**config.mk**
```make
export PLATFORM = sky130hd
export DESIGN_NAME = turn_indicator_state_machine_core
export DESIGN_NICKNAME = d
export VERILOG_FILES = /design/src/tism_pkg.sv /design/src/tism_cfg.sv /design/src/tism_step.sv /design/src/turn_indicator_state_machine_core.sv
export SDC_FILE = /design/constraint.sdc
export NUM_CORES = 1
export LEC_CHECK = 0
export ABC_AREA = 1
export BUFFER_PORTS_ARGS = -buffer_cell sky130_fd_sc_hd__buf_2
export CAP_MARGIN = 20
export CELL_PAD_IN_SITES_DETAIL_PLACEMENT = 0
export CELL_PAD_IN_SITES_GLOBAL_PLACEMENT = 1
export CORE_MARGIN = 1
export CORE_UTILIZATION = 30
export CTS_CLUSTER_SIZE = 8
export DETAILED_ROUTE_END_ITERATION = 10
export HOLD_SLACK_MARGIN = 0.08
export PLACE_DENSITY_LB_ADDON = 0.2
export SLEW_MARGIN = 20
export SYNTH_ARGS = -nofsm -noshare
export SYNTH_HDL_FRONTEND = slang
export SYNTH_HIERARCHICAL = 1
export SYNTH_SLANG_ARGS = --single-unit
```
**constraint.sdc**
```tcl
create_clock -name clk -period 3 [get_ports clk]
set_input_delay 0.15 -clock clk [delete_from_list [all_inputs] [get_ports clk]]
set_output_delay 0.15 -clock clk [all_outputs]
set_load 0.03 [all_outputs]
```
**src/tism_pkg.sv**
```systemverilog
// Shared types and constants for the turn indicator state machine.
package tism_pkg;

    localparam int ThrW   = 7;
    localparam int SteerW = 8;
    localparam int ThW    = 7;
    localparam int TimerW = 16;
    localparam int CfgIdxW  = 8;
    localparam int CfgDataW = 16;

    localparam logic [ThW-1:0]    CentreReset = 7'd8;
    localparam logic [ThW-1:0]    BlinkReset  = 7'd50;
    localparam logic [TimerW-1:0] IdleReset   = 16'd100;
    localparam logic [TimerW-1:0] OffReset    = 16'd100;

    localparam logic [CfgIdxW-1:0] REG_CENTRE = 8'd0;
    localparam logic [CfgIdxW-1:0] REG_BLINK  = 8'd1;
    localparam logic [CfgIdxW-1:0] REG_IDLE   = 8'd2;
    localparam logic [CfgIdxW-1:0] REG_OFF    = 8'd3;

    typedef enum logic [3:0] {
        M_NOT_NEUTRAL  = 4'd0,
        M_NEUTRAL_WAIT = 4'd1,
        M_ARMED        = 4'd2,
        M_ARMED_LEFT   = 4'd3,
        M_ARMED_RIGHT  = 4'd4,
        M_LEFT         = 4'd5,
        M_LEFT_WAIT    = 4'd6,
        M_RIGHT        = 4'd7,
        M_RIGHT_WAIT   = 4'd8
    } mode_t;

    typedef struct packed {
        logic [ThW-1:0]    centre;
        logic [ThW-1:0]    blink;
        logic [TimerW-1:0] idle;
        logic [TimerW-1:0] off;
    } cfg_t;

    typedef struct packed {
        logic                     tick;
        logic                     new_data;
        logic [ThrW-1:0]          throttle_abs;
        logic signed [SteerW-1:0] steering_signed;
        logic                     hazard_toggle;
    } item_t;

    typedef struct packed {
        mode_t             mode;
        logic [TimerW-1:0] timer;
        logic              left;
        logic              right;
        logic              hazard;
    } state_t;

endpackage

```
**src/tism_cfg.sv**
```systemverilog
// Configuration register file: four threshold and timing registers.
module tism_cfg
    import tism_pkg::*;
(
    input  logic                clk,
    input  logic                rst_n,
    input  logic                cfg_valid,
    input  logic [CfgIdxW-1:0]  cfg_index,
    input  logic [CfgDataW-1:0] cfg_data,
    output cfg_t                cfg
);

    cfg_t cfg_reg;
    cfg_t cfg_next;

    always_comb
    begin
        cfg_next = cfg_reg;
        if (cfg_valid)
        begin
            case (cfg_index)
                REG_CENTRE: cfg_next.centre = cfg_data[ThW-1:0];
                REG_BLINK:  cfg_next.blink  = cfg_data[ThW-1:0];
                REG_IDLE:   cfg_next.idle   = cfg_data[TimerW-1:0];
                REG_OFF:    cfg_next.off    = cfg_data[TimerW-1:0];
                default:    cfg_next = cfg_reg;
            endcase
        end
    end

    always_ff @(posedge clk or negedge rst_n)
    begin
        if (!rst_n)
        begin
            cfg_reg.centre <= CentreReset;
            cfg_reg.blink  <= BlinkReset;
            cfg_reg.idle   <= IdleReset;
            cfg_reg.off    <= OffReset;
        end
        else
        begin
            cfg_reg <= cfg_next;
        end
    end

    assign cfg = cfg_reg;

endmodule

```
**src/tism_step.sv**
```systemverilog
// Next-state logic: timer tick, one state machine step, hazard toggle.
module tism_step
    import tism_pkg::*;
(
    input  cfg_t   cfg,
    input  item_t  item,
    input  state_t cur,
    output state_t nxt,
    output logic   sync
);

    logic [TimerW-1:0]  timer_tk;
    logic signed [8:0]  st;
    logic signed [8:0]  bt;
    logic signed [8:0]  nbt;
    logic [SteerW-1:0]  st_abs;
    logic               th_hi;
    logic               st_hi;
    logic               dark;
    logic               step_sync;
    state_t             s;

    always_comb
    begin
        timer_tk = (item.tick && cur.timer != '0) ? cur.timer - 1'b1 : cur.timer;
        st       = {item.steering_signed[SteerW-1], item.steering_signed};
        bt       = {2'b00, cfg.blink};
        nbt      = -bt;
        st_abs   = st[8] ? 8'(-st) : st[7:0];
        th_hi    = item.throttle_abs > cfg.centre;
        st_hi    = st_abs > {1'b0, cfg.centre};
        dark     = !cur.left && !cur.right && !cur.hazard;

        s         = cur;
        s.timer   = timer_tk;
        step_sync = 1'b0;

        if (item.new_data)
        begin
            case (cur.mode)
                M_NOT_NEUTRAL:
                begin
                    if (!th_hi && !st_hi)
                    begin
                        s.timer = cfg.idle;
                        s.mode  = M_NEUTRAL_WAIT;
                    end
                end
                M_NEUTRAL_WAIT:
                begin
                    if (th_hi || st_hi)
                    begin
                        s.mode = M_NOT_NEUTRAL; s.left = 1'b0; s.right = 1'b0;
                    end
                    else if (timer_tk == '0)
                        s.mode = M_ARMED;
                end
                M_ARMED:
                begin
                    if (th_hi)
                    begin
                        s.mode = M_NOT_NEUTRAL; s.left = 1'b0; s.right = 1'b0;
                    end
                    else if (st_abs >= {1'b0, cfg.blink})
                    begin
                        s.timer = cfg.idle;
                        s.mode  = st[8] ? M_ARMED_LEFT : M_ARMED_RIGHT;
                    end
                end
                M_ARMED_LEFT:
                begin
                    if (th_hi)
                    begin
                        s.mode = M_NOT_NEUTRAL; s.left = 1'b0; s.right = 1'b0;
                    end
                    else if (st > nbt)
                        s.mode = M_ARMED;
                    else if (timer_tk == '0)
                    begin
                        s.mode    = M_LEFT;
                        step_sync = dark;
                        s.left    = 1'b1;
                    end
                end
                M_ARMED_RIGHT:
                begin
                    if (th_hi)
                    begin
                        s.mode = M_NOT_NEUTRAL; s.left = 1'b0; s.right = 1'b0;
                    end
                    else if (st < bt)
                        s.mode = M_ARMED;
                    else if (timer_tk == '0)
                    begin
                        s.mode    = M_RIGHT;
                        step_sync = dark;
                        s.right   = 1'b1;
                    end
                end
                M_LEFT:
                begin
                    if (st > bt)
                    begin
                        s.mode = M_NOT_NEUTRAL; s.left = 1'b0; s.right = 1'b0;
                    end
                    else if (st > nbt)
                    begin
                        s.timer = cfg.off;
                        s.mode  = M_LEFT_WAIT;
                    end
                end
                M_LEFT_WAIT:
                begin
                    if (st > bt || (st >= nbt && timer_tk == '0))
                    begin
                        s.mode = M_NOT_NEUTRAL; s.left = 1'b0; s.right = 1'b0;
                    end
                    else if (st < nbt)
                        s.mode = M_LEFT;
                end
                M_RIGHT:
                begin
                    if (st < nbt)
                    begin
                        s.mode = M_NOT_NEUTRAL; s.left = 1'b0; s.right = 1'b0;
                    end
                    else if (st < bt)
                    begin
                        s.timer = cfg.off;
                        s.mode  = M_RIGHT_WAIT;
                    end
                end
                M_RIGHT_WAIT:
                begin
                    if (st < nbt || (st <= bt && timer_tk == '0))
                    begin
                        s.mode = M_NOT_NEUTRAL; s.left = 1'b0; s.right = 1'b0;
                    end
                    else if (st > bt)
                        s.mode = M_RIGHT;
                end
                default:
                    s.mode = M_NOT_NEUTRAL;
            endcase
        end

        // hazard toggle looks at the flags left by the step
        sync = step_sync;
        if (item.hazard_toggle)
        begin
            if (!s.left && !s.right && !s.hazard)
                sync = 1'b1;
            s.hazard = !s.hazard;
        end

        nxt = s;
    end

endmodule

```
**src/turn_indicator_state_machine_core.sv**
```systemverilog
// Top level of the turn indicator state machine: stream ports and pipeline registers.
//
// Usage:
//   s_* is the input stream. One beat carries tick, new_data, throttle
//   magnitude, signed steering and a hazard toggle request. m_* is the
//   result stream: exactly one beat per input beat, in order, giving the
//   indicator flags, the hazard flag, a blink sync pulse and the mode.
//   cfg_* writes the four threshold and timing registers (index 0..3,
//   other indexes ignored); cfg_ready is always high. Write them while the
//   block is idle.
//   The beat taken sits in the input register; its result is registered
//   on m_* from there once the result register is free or being drained.
//   Throughput: one beat per cycle while m_tready is high; the next-state
//   logic is a single pass of compares and one 16-bit decrement between
//   the input register and the result register.
//   Receiver stall: the result register holds while m_tready is low, the
//   input register takes one more beat if it is empty, then s_tready drops.
//   Reset: rst_n (async, active low) empties both registers, clears mode,
//   timer and flags, and loads the register defaults (8, 50, 100, 100).
module turn_indicator_state_machine_core
    import tism_pkg::*;
(
    input  logic                clk,
    input  logic                rst_n,
    // config write channel
    input  logic                cfg_valid,
    output logic                cfg_ready,
    input  logic [CfgIdxW-1:0]  cfg_index,
    input  logic [CfgDataW-1:0] cfg_data,
    // input stream
    input  logic                s_tvalid,
    output logic                s_tready,
    // [0] tick, [1] new_data, [8:2] throttle_abs, [16:9] steering_signed,
    // [17] hazard_toggle, [23:18] zero
    input  logic [23:0]         s_tdata,
    // result stream
    output logic                m_tvalid,
    input  logic                m_tready,
    // [0] left_on, [1] right_on, [2] hazard_on, [3] blink_sync, [7:4] mode
    output logic [7:0]          m_tdata
);

    cfg_t   cfg;
    item_t  in_item;
    state_t cur;
    state_t nxt;
    logic   sync;

    logic   in_valid_reg;
    item_t  in_data_reg;
    logic   out_valid_reg;
    logic   out_valid_next;
    logic [7:0] out_data_reg;
    state_t state_reg;
    logic   advance;

    assign cfg_ready = 1'b1;

    tism_cfg u_cfg (
        .clk       (clk),
        .rst_n     (rst_n),
        .cfg_valid (cfg_valid),
        .cfg_index (cfg_index),
        .cfg_data  (cfg_data),
        .cfg       (cfg)
    );

    // unpack the input beat
    always_comb
    begin
        in_item.tick            = s_tdata[0];
        in_item.new_data        = s_tdata[1];
        in_item.throttle_abs    = s_tdata[8:2];
        in_item.steering_signed = s_tdata[16:9];
        in_item.hazard_toggle   = s_tdata[17];
    end

    // the held item moves on when the result slot is free or being drained
    assign advance  = in_valid_reg && (!out_valid_reg || m_tready);
    assign s_tready = !in_valid_reg || advance;
    assign cur      = state_reg;

    tism_step u_step (
        .cfg  (cfg),
        .item (in_data_reg),
        .cur  (cur),
        .nxt  (nxt),
        .sync (sync)
    );

    assign out_valid_next = advance || (out_valid_reg && !m_tready);

    always_ff @(posedge clk or negedge rst_n)
    begin
        if (!rst_n)
        begin
            in_valid_reg     <= 1'b0;
            out_valid_reg    <= 1'b0;
            state_reg.mode   <= M_NOT_NEUTRAL;
            state_reg.timer  <= '0;
            state_reg.left   <= 1'b0;
            state_reg.right  <= 1'b0;
            state_reg.hazard <= 1'b0;
        end
        else
        begin
            if (s_tready)
                in_valid_reg <= s_tvalid;
            out_valid_reg <= out_valid_next;
            if (advance)
                state_reg <= nxt;
        end
    end

    // payload registers
    always_ff @(posedge clk)
    begin
        if (s_tready && s_tvalid)
            in_data_reg <= in_item;
        if (advance)
            out_data_reg <= {nxt.mode, sync, nxt.hazard, nxt.right, nxt.left};
    end

    assign m_tvalid = out_valid_reg;
    assign m_tdata  = out_data_reg;

endmodule

```
==> out/metrics.cfg, run 1 <==
[clock_network]
cts_tree=done
htree_levels=3
clk_latency_ns=0.36
cts_made_buffers=9
cts.sinks=97
clk_pin_slew_ns=0.08
clockRootBuffer=clkbuf_16
clk_path_buf_depth=2

[timing]
setup_viol=4
period_share_pct=100
relSlewSlack_pct=45.8
finalMaxSlewViolations=0
rsz0062_at_grt=yes
fmax_mhz=332
worst_clock_skew_ns=0.0118
timing.hold.ws_ns=0.114
hold_viol=0
fin_setup_tns_ns=-0.0391
period_needed_ns=3.01
timing.final.ws_setup_ns=-0.0122
worstMarginPinSlew_ns=0.813

[synth]
synth_area_mm2=0.00695
avgSynthCellArea_um2=7.21
ys.flop_type=dfrtp_1
synth_cells=964
synth_nets=1055
postSynth.asyncResetShare_pct=73.2
ys_ff_latch=97
synthDistinctLibCells=47
ys_warn_count=6
synth-edff-count=26
ys_seq_area_share_pct=37.0

[flow_run]
cap_violations=0

[critical_path]
rr_endpoint=cur[13]$_DFFE_PN0P_
crit_arrival_ns=3.26
criticalPathCategory=reg2reg
crit_required_ns=3.25
start_kind=flip-flop
reg2reg_from=u_cfg/cfg[32]$_DFFE_PN0P_
endpoint_kind=flip-flop
r2r_cells=22
r2r_setup_slack_ns=-0.01
path_max_fanout=5

[routing]
wirelength_um=19900
drtIter0Drc=343
drc_errors=0
vias=6504
avgViaCountPerCell=4.58
drt-pass1-iter-count=5
wl_per_cell_um=14.0
ant_nets=0

[floorplan]
die_w_um=154
ios=64
die_h_um=154
die_area_mm2=0.0238
core_mm2=0.0227
start_util_pct=30.6
row_count=55

[grt]
globalRoute.totalOverflow=0
grt_first_pass_wirelength_um=32900
antenna_found_initial=0
grt_pass1_vias=6223
grt_max_degree=36
grtUsageTotal_pct=17.5

[place]
placed_cell_area_mm2=0.00802
io_buffers=56
routabilityCongestion=0.810
dp_hpwl_um=14700
dp_slack_ns=-0.200

[hold_path]
holdPathStages=4
hold_class=in2reg
worstHoldStart=m_tready
min_to=in_valid_reg$_DFFE_PN0P_

[finish]
final_common_cell=nand2_1
fillers=2406
final_layout_size_suffix_gt1_share_pct=25.3
final_cell_area_mm2=0.00898
layout_common_cells=nand2_1, nand3_1, buf_4, inv_1, nor2_1
largest_register_ff_count=46
layout.nets=1221
antenna_cells=0
synthToLayoutAreaGrowth_pct=29.2

[outcome]
status=finished with violations
violations=negative setup slack

[power_and_ir_drop]
max-vdd-ir-drop_uv=252
totalPowerFinal_w=0.00543
cellPowerDensity_mw_per_mm2=605
leakagePower_nw=4.60

==> synthesized netlist by cell type (3+ instances only) <==
library cell  number  share of area [%]
nor2_1            79                4.3
buf_4              8               0.86
edfxtp_1          26                 11
o21ai_1           10               0.72
dfrtp_1           61                 22
o21ai_0           24                1.7
nand2_1          351                 19
xor2_1            14                1.8
nor2_4             5               0.81
nor3_1             9               0.65
a22o_1             5               0.63
nand2_4            3               0.49
o211ai_1          11                1.2
nor2_2            10               0.90
ha_1              38                6.8
nand3_1          103                7.4
inv_1             81                4.4
nand2_2           22                2.0
buf_6              8                1.3
buf_2              6               0.43
a21oi_1           21                1.5
xnor2_1            3               0.38
inv_2              7               0.38
a22oi_1            3               0.32
clkbuf_1           4               0.22
nand4_1           11               0.99
nand3b_1           6               0.65
dfstp_2           10                3.8
==> critical path, stage by stage (launching register included) <==
cell,delay [ns]
dfrtp_1,0.42
inv_1,0.07
ha_2,0.18
nand3_2,0.07
nor2_2,0.10
nand2_2,0.07
xor2_1,0.15
ha_1,0.32
nand2_2,0.07
nor2_2,0.10
nand3_1,0.10
nand4_1,0.12
nand2_2,0.10
nor2_4,0.10
buf_4,0.11
nand2_2,0.05
nand2_2,0.08
nand3_4,0.09
a211o_4,0.37
nand2_1,0.08
nand2_1,0.05
nand3_1,0.07
nand2_1,0.06
==> layer usage <==
metal / global-route usage [%] / vias to the layer above / share of wire (%)
li1: - / 3445 / -
met1: 25.2 / 2941 / 51
met2: 27.6 / 105 / 45
met3: 2.30 / 13 / 2.7
met4: 4.38 / 0 / 1.2
met5: 0 / - / 0
==> layout make-up <==
cell class / count / area (um^2) / share of cell area [%]
timing repair buffer: 183 / 1350 / 15.0
inverter: 92 / 352 / 3.91
multi-input combinational: 747 / 4040 / 44.9
clock buffer: 9 / 225 / 2.51
clock inverter: 7 / 93.8 / 1.04
tap: 285 / 357 / 3.97
sequential: 97 / 2570 / 28.6
==> how the worst max path moves through the flow <==
| stage | from | slack, ns | depth (start not counted) | to |
|---|---|---|---|---|
| 3_5_place_dp | u_cfg/cfg[33]$_DFFE_PN1P_ | -0.20 | 22 | cur[15]$_DFFE_PN0P_ |
| 2_1_floorplan | u_cfg/cfg[33]$_DFFE_PN1P_ | 0.002 | 24 | cur[18]$_DFFE_PN0P_ |
| 4_1_cts | u_cfg/cfg[32]$_DFFE_PN0P_ | -0.06 | 22 | cur[13]$_DFFE_PN0P_ |
| 6_report | u_cfg/cfg[32]$_DFFE_PN0P_ | -0.01 | 22 | cur[13]$_DFFE_PN0P_ |
| 3_3_place_gp | u_cfg/cfg[33]$_DFFE_PN1P_ | -0.14 | 22 | cur[15]$_DFFE_PN0P_ |
| 5_1_grt | u_cfg/cfg[33]$_DFFE_PN1P_ | -0.24 | 21 | cur[19]$_DFFE_PN0P_ |
==> through the flow <==
stage	std cells	util, %
floorplan	964	-
global placement	1360	35.3
detailed placement	1360	35.3
CTS	1414	38.6
global route	1420	39.6
finish	1420	39.6
==> kinds of logic after synthesis <==
group | after synthesis | share of synthesized area [%]
buffers and inverters | 120 | 8.19
adder cells (fa/ha/maj) | 38 | 6.84
flip-flops | 97 | 37.0
AO/OA/AOI/OAI | 82 | 6.95
XOR/XNOR | 17 | 2.14
AND/OR/NAND/NOR | 609 | 38.9
other | 1 | 0.0539
==> power breakdown <==
group	leakage (nW)	internal [W]	total, W	switching, W
logic	3.27	0.00102	0.00243	0.00141
registers	1.18	0.00154	0.00174	0.000195
clock network	0.155	0.000673	0.00127	0.000592
==> repair_timing <==
item,in CTS,in global routing
hold buffers,36,0
setup endpoints to repair,26,29
buffers inserted,2,6
resized for setup,18,50
pin swaps,16,24
hold endpoints to repair,88,0
No activity file was read; power rests on OpenSTA's default activity.
==> run 2, diff against run 1 <==
==> constraint.sdc (replaced) <==
create_clock -name clk -period 3.85 [get_ports clk]
set_input_delay 0.1925 -clock clk [delete_from_list [all_inputs] [get_ports clk]]
set_output_delay 0.1925 -clock clk [all_outputs]
set_load 0.03 [all_outputs]
==> run 2 against run 1 <==
Net effect: the run now ends clean; combinational power fell by 38%; final cell count fell by 6.8%; sequential power fell by 21%; critical path depth did not move; sequential share of layout area rose by 3.7 points; worst setup slack improved by 0.44 ns; via count fell by 5.6%; register-to-register slack improved by 0.44 ns; global-route usage fell by 0.48 points; non-clock buffer count fell by 95; fmax fell by 12%; largest cell class unchanged.
==> out/metrics.cfg, run 2 (synthesis gave the netlist of run 1 again) <==
[grt]
globalRoute.totalOverflow=0  ; unchanged
grt_first_pass_wirelength_um=31900  ; -3.2%
grt_max_degree=52  ; +44%
grtUsageTotal_pct=17.0  ; -0.48 points
antenna_found_initial=0  ; unchanged
grt_pass1_vias=6006  ; -3.5%

[timing]
worstMarginPinSlew_ns=0.775  ; -0.0377 ns
worst_clock_skew_ns=0.0146  ; +0.00280 ns
period_needed_ns=3.43  ; +0.414 ns
hold_viol=0  ; unchanged
finalMaxSlewViolations=0  ; unchanged
setup_viol=0  ; -4
relSlewSlack_pct=48.3  ; +2.5 points
fin_setup_tns_ns=0  ; +0.0391 ns
fmax_mhz=292  ; -12%
rsz0062_at_grt=no
period_share_pct=89.0  ; -11 points

[routing]
wl_per_cell_um=14.5  ; +3.5%
drtIter0Drc=305  ; -11%
avgViaCountPerCell=4.64  ; +1.3%
wirelength_um=19200  ; -3.5%
ant_nets=0  ; unchanged
drt-pass1-iter-count=5  ; unchanged
drc_errors=0  ; unchanged
vias=6141  ; -5.6%

[critical_path]
r2r_cells=22  ; unchanged
endpoint_kind=flip-flop
start_kind=flip-flop
path_max_fanout=9  ; +4
crit_required_ns=4.11  ; +0.86 ns
criticalPathCategory=reg2reg
reg2reg_from=in_data_reg[2]$_DFFE_PP_
rr_endpoint=cur[13]$_DFFE_PN0P_
crit_arrival_ns=3.68  ; +0.42 ns
r2r_setup_slack_ns=0.42  ; +0.44 ns

[floorplan]
die_w_um=154  ; unchanged
start_util_pct=30.6  ; unchanged
row_count=55  ; unchanged
die_area_mm2=0.0238  ; unchanged
ios=64  ; unchanged
core_mm2=0.0227  ; unchanged
die_h_um=154  ; unchanged

[finish]
layout.nets=1126  ; -7.8%
largest_register_ff_count=46  ; unchanged
synthToLayoutAreaGrowth_pct=14.6
antenna_cells=0  ; unchanged
final_common_cell=nand2_1
fillers=2471  ; +2.7%
final_layout_size_suffix_gt1_share_pct=14.4  ; -11 points
layout_common_cells=nand2_1, nand3_1, inv_1, nor2_1, dfrtp_1
final_cell_area_mm2=0.00797  ; -11%

[clock_network]
clockRootBuffer=clkbuf_16
clk_pin_slew_ns=0.08  ; about the same
post_cts_buffers=0  ; -2
cts.sinks=97  ; unchanged
clk_path_buf_depth=2  ; unchanged
htree_levels=3  ; unchanged
cts_tree=done
cts_made_buffers=9  ; unchanged
clk_latency_ns=0.36  ; about the same

[power_and_ir_drop]
max-vdd-ir-drop_uv=284  ; +13%
cellPowerDensity_mw_per_mm2=470  ; -22%
leakagePower_nw=4.08  ; -11%

[place]
routabilityCongestion=0.840  ; +3.7%
io_buffers=56  ; unchanged
dp_hpwl_um=14200  ; -3.5%
placed_cell_area_mm2=0.00744  ; -7.3%

[hold_path]
min_to=u_cfg/cfg[25]$_DFFE_PN0P_
holdPathStages=3  ; -1
worstHoldStart=cfg_data[9]
hold_class=in2reg

[outcome]
status=finished, final reports clean

[flow_run]
cap_violations=0  ; unchanged

[run 2: repair_timing]
action,in CTS,in global routing
endpoints found under the setup margin,0,13
endpoints found under the hold margin,47,0
hold buffers,25,0
gates resized for setup,0,4
[run 2: final cells by class]
class / instances / area [um^2] / share of cell area (%)
well taps: 285 / 357 / 4.48
clock buffers: 9 / 225 / 2.83
multi-input cells: 747 / 3830 / 48.0
inverters: 92 / 350 / 4.40
flip-flops and latches: 97 / 2570 / 32.3
repair buffers: 88 / 596 / 7.48
clock inverters: 6 / 42.5 / 0.534
[run 2: how the worst max path moves through the flow]
| stage | startpoint | to | slack (ns) |
|---|---|---|---|
| finish | in_data_reg[2]$_DFFE_PP_ | cur[13]$_DFFE_PN0P_ | 0.42 |
| detailed placement | u_cfg/cfg[33]$_DFFE_PN1P_ | cur[6]$_DFFE_PN0P_ | 0.26 |
| floorplan | u_cfg/cfg[33]$_DFFE_PN1P_ | cur[18]$_DFFE_PN0P_ | 0.85 |
| CTS | u_cfg/cfg[33]$_DFFE_PN1P_ | cur[6]$_DFFE_PN0P_ | 0.25 |
| global placement | u_cfg/cfg[33]$_DFFE_PN1P_ | cur[6]$_DFFE_PN0P_ | 0.28 |
| global route | u_cfg/cfg[33]$_DFFE_PN1P_ | cur[10]$_DFFE_PN0P_ | 0.03 |
[run 2: critical path, cell delays in order, from the launching register on]
cell and delay (ns):
edfxtp_1 0.44, inv_1 0.11, ha_1 0.14, inv_1 0.05, nor3_1 0.23, nor2_1 0.09
xor2_1 0.30, ha_1 0.30, nand2_1 0.09, inv_1 0.04, nand2_1 0.05, nand2_1 0.04
nand2_1 0.05, nand2_1 0.05, nand2_1 0.13, nand2_1 0.23, nand2_1 0.12, nand3_1 0.19
a211o_1 0.39, nand2_1 0.09, nand2_1 0.05, nand3_1 0.08, nand2_1 0.06
[run 2: layer usage]
metal  vias up  GRT usage (%)  part of all wire [%]
met4         0           4.43                   1.1
li1       3251              -                     -
met1      2756           23.6                    50
met3        17           1.77                   3.2
met2       117           28.2                    45
met5         -              0                     0
[run 2: report_power, final]
part	internal (W)	switching (W)	total, W
Sequential	0.00120	0.000175	0.00138
Combinational	0.000526	0.000973	0.00150
Clock	0.000439	0.000426	0.000866
Total	0.00217	0.00157	0.00374
[run 2: metrics by stage]
stage	setup WS, ns	power [W]	hold slack [ns]	std cells	util (%)
finish	0.424	0.00374	0.0910	1324	35.1
detailed placement	0.255	0.00289	0.220	1284	32.7
global placement	0.282	0.00288	0.227	1284	32.7
CTS	0.249	0.00379	0.0806	1324	35.0
global route	0.0277	0.00406	0.0969	1324	35.1
floorplan	0.852	0.00250	-0.103	964	-
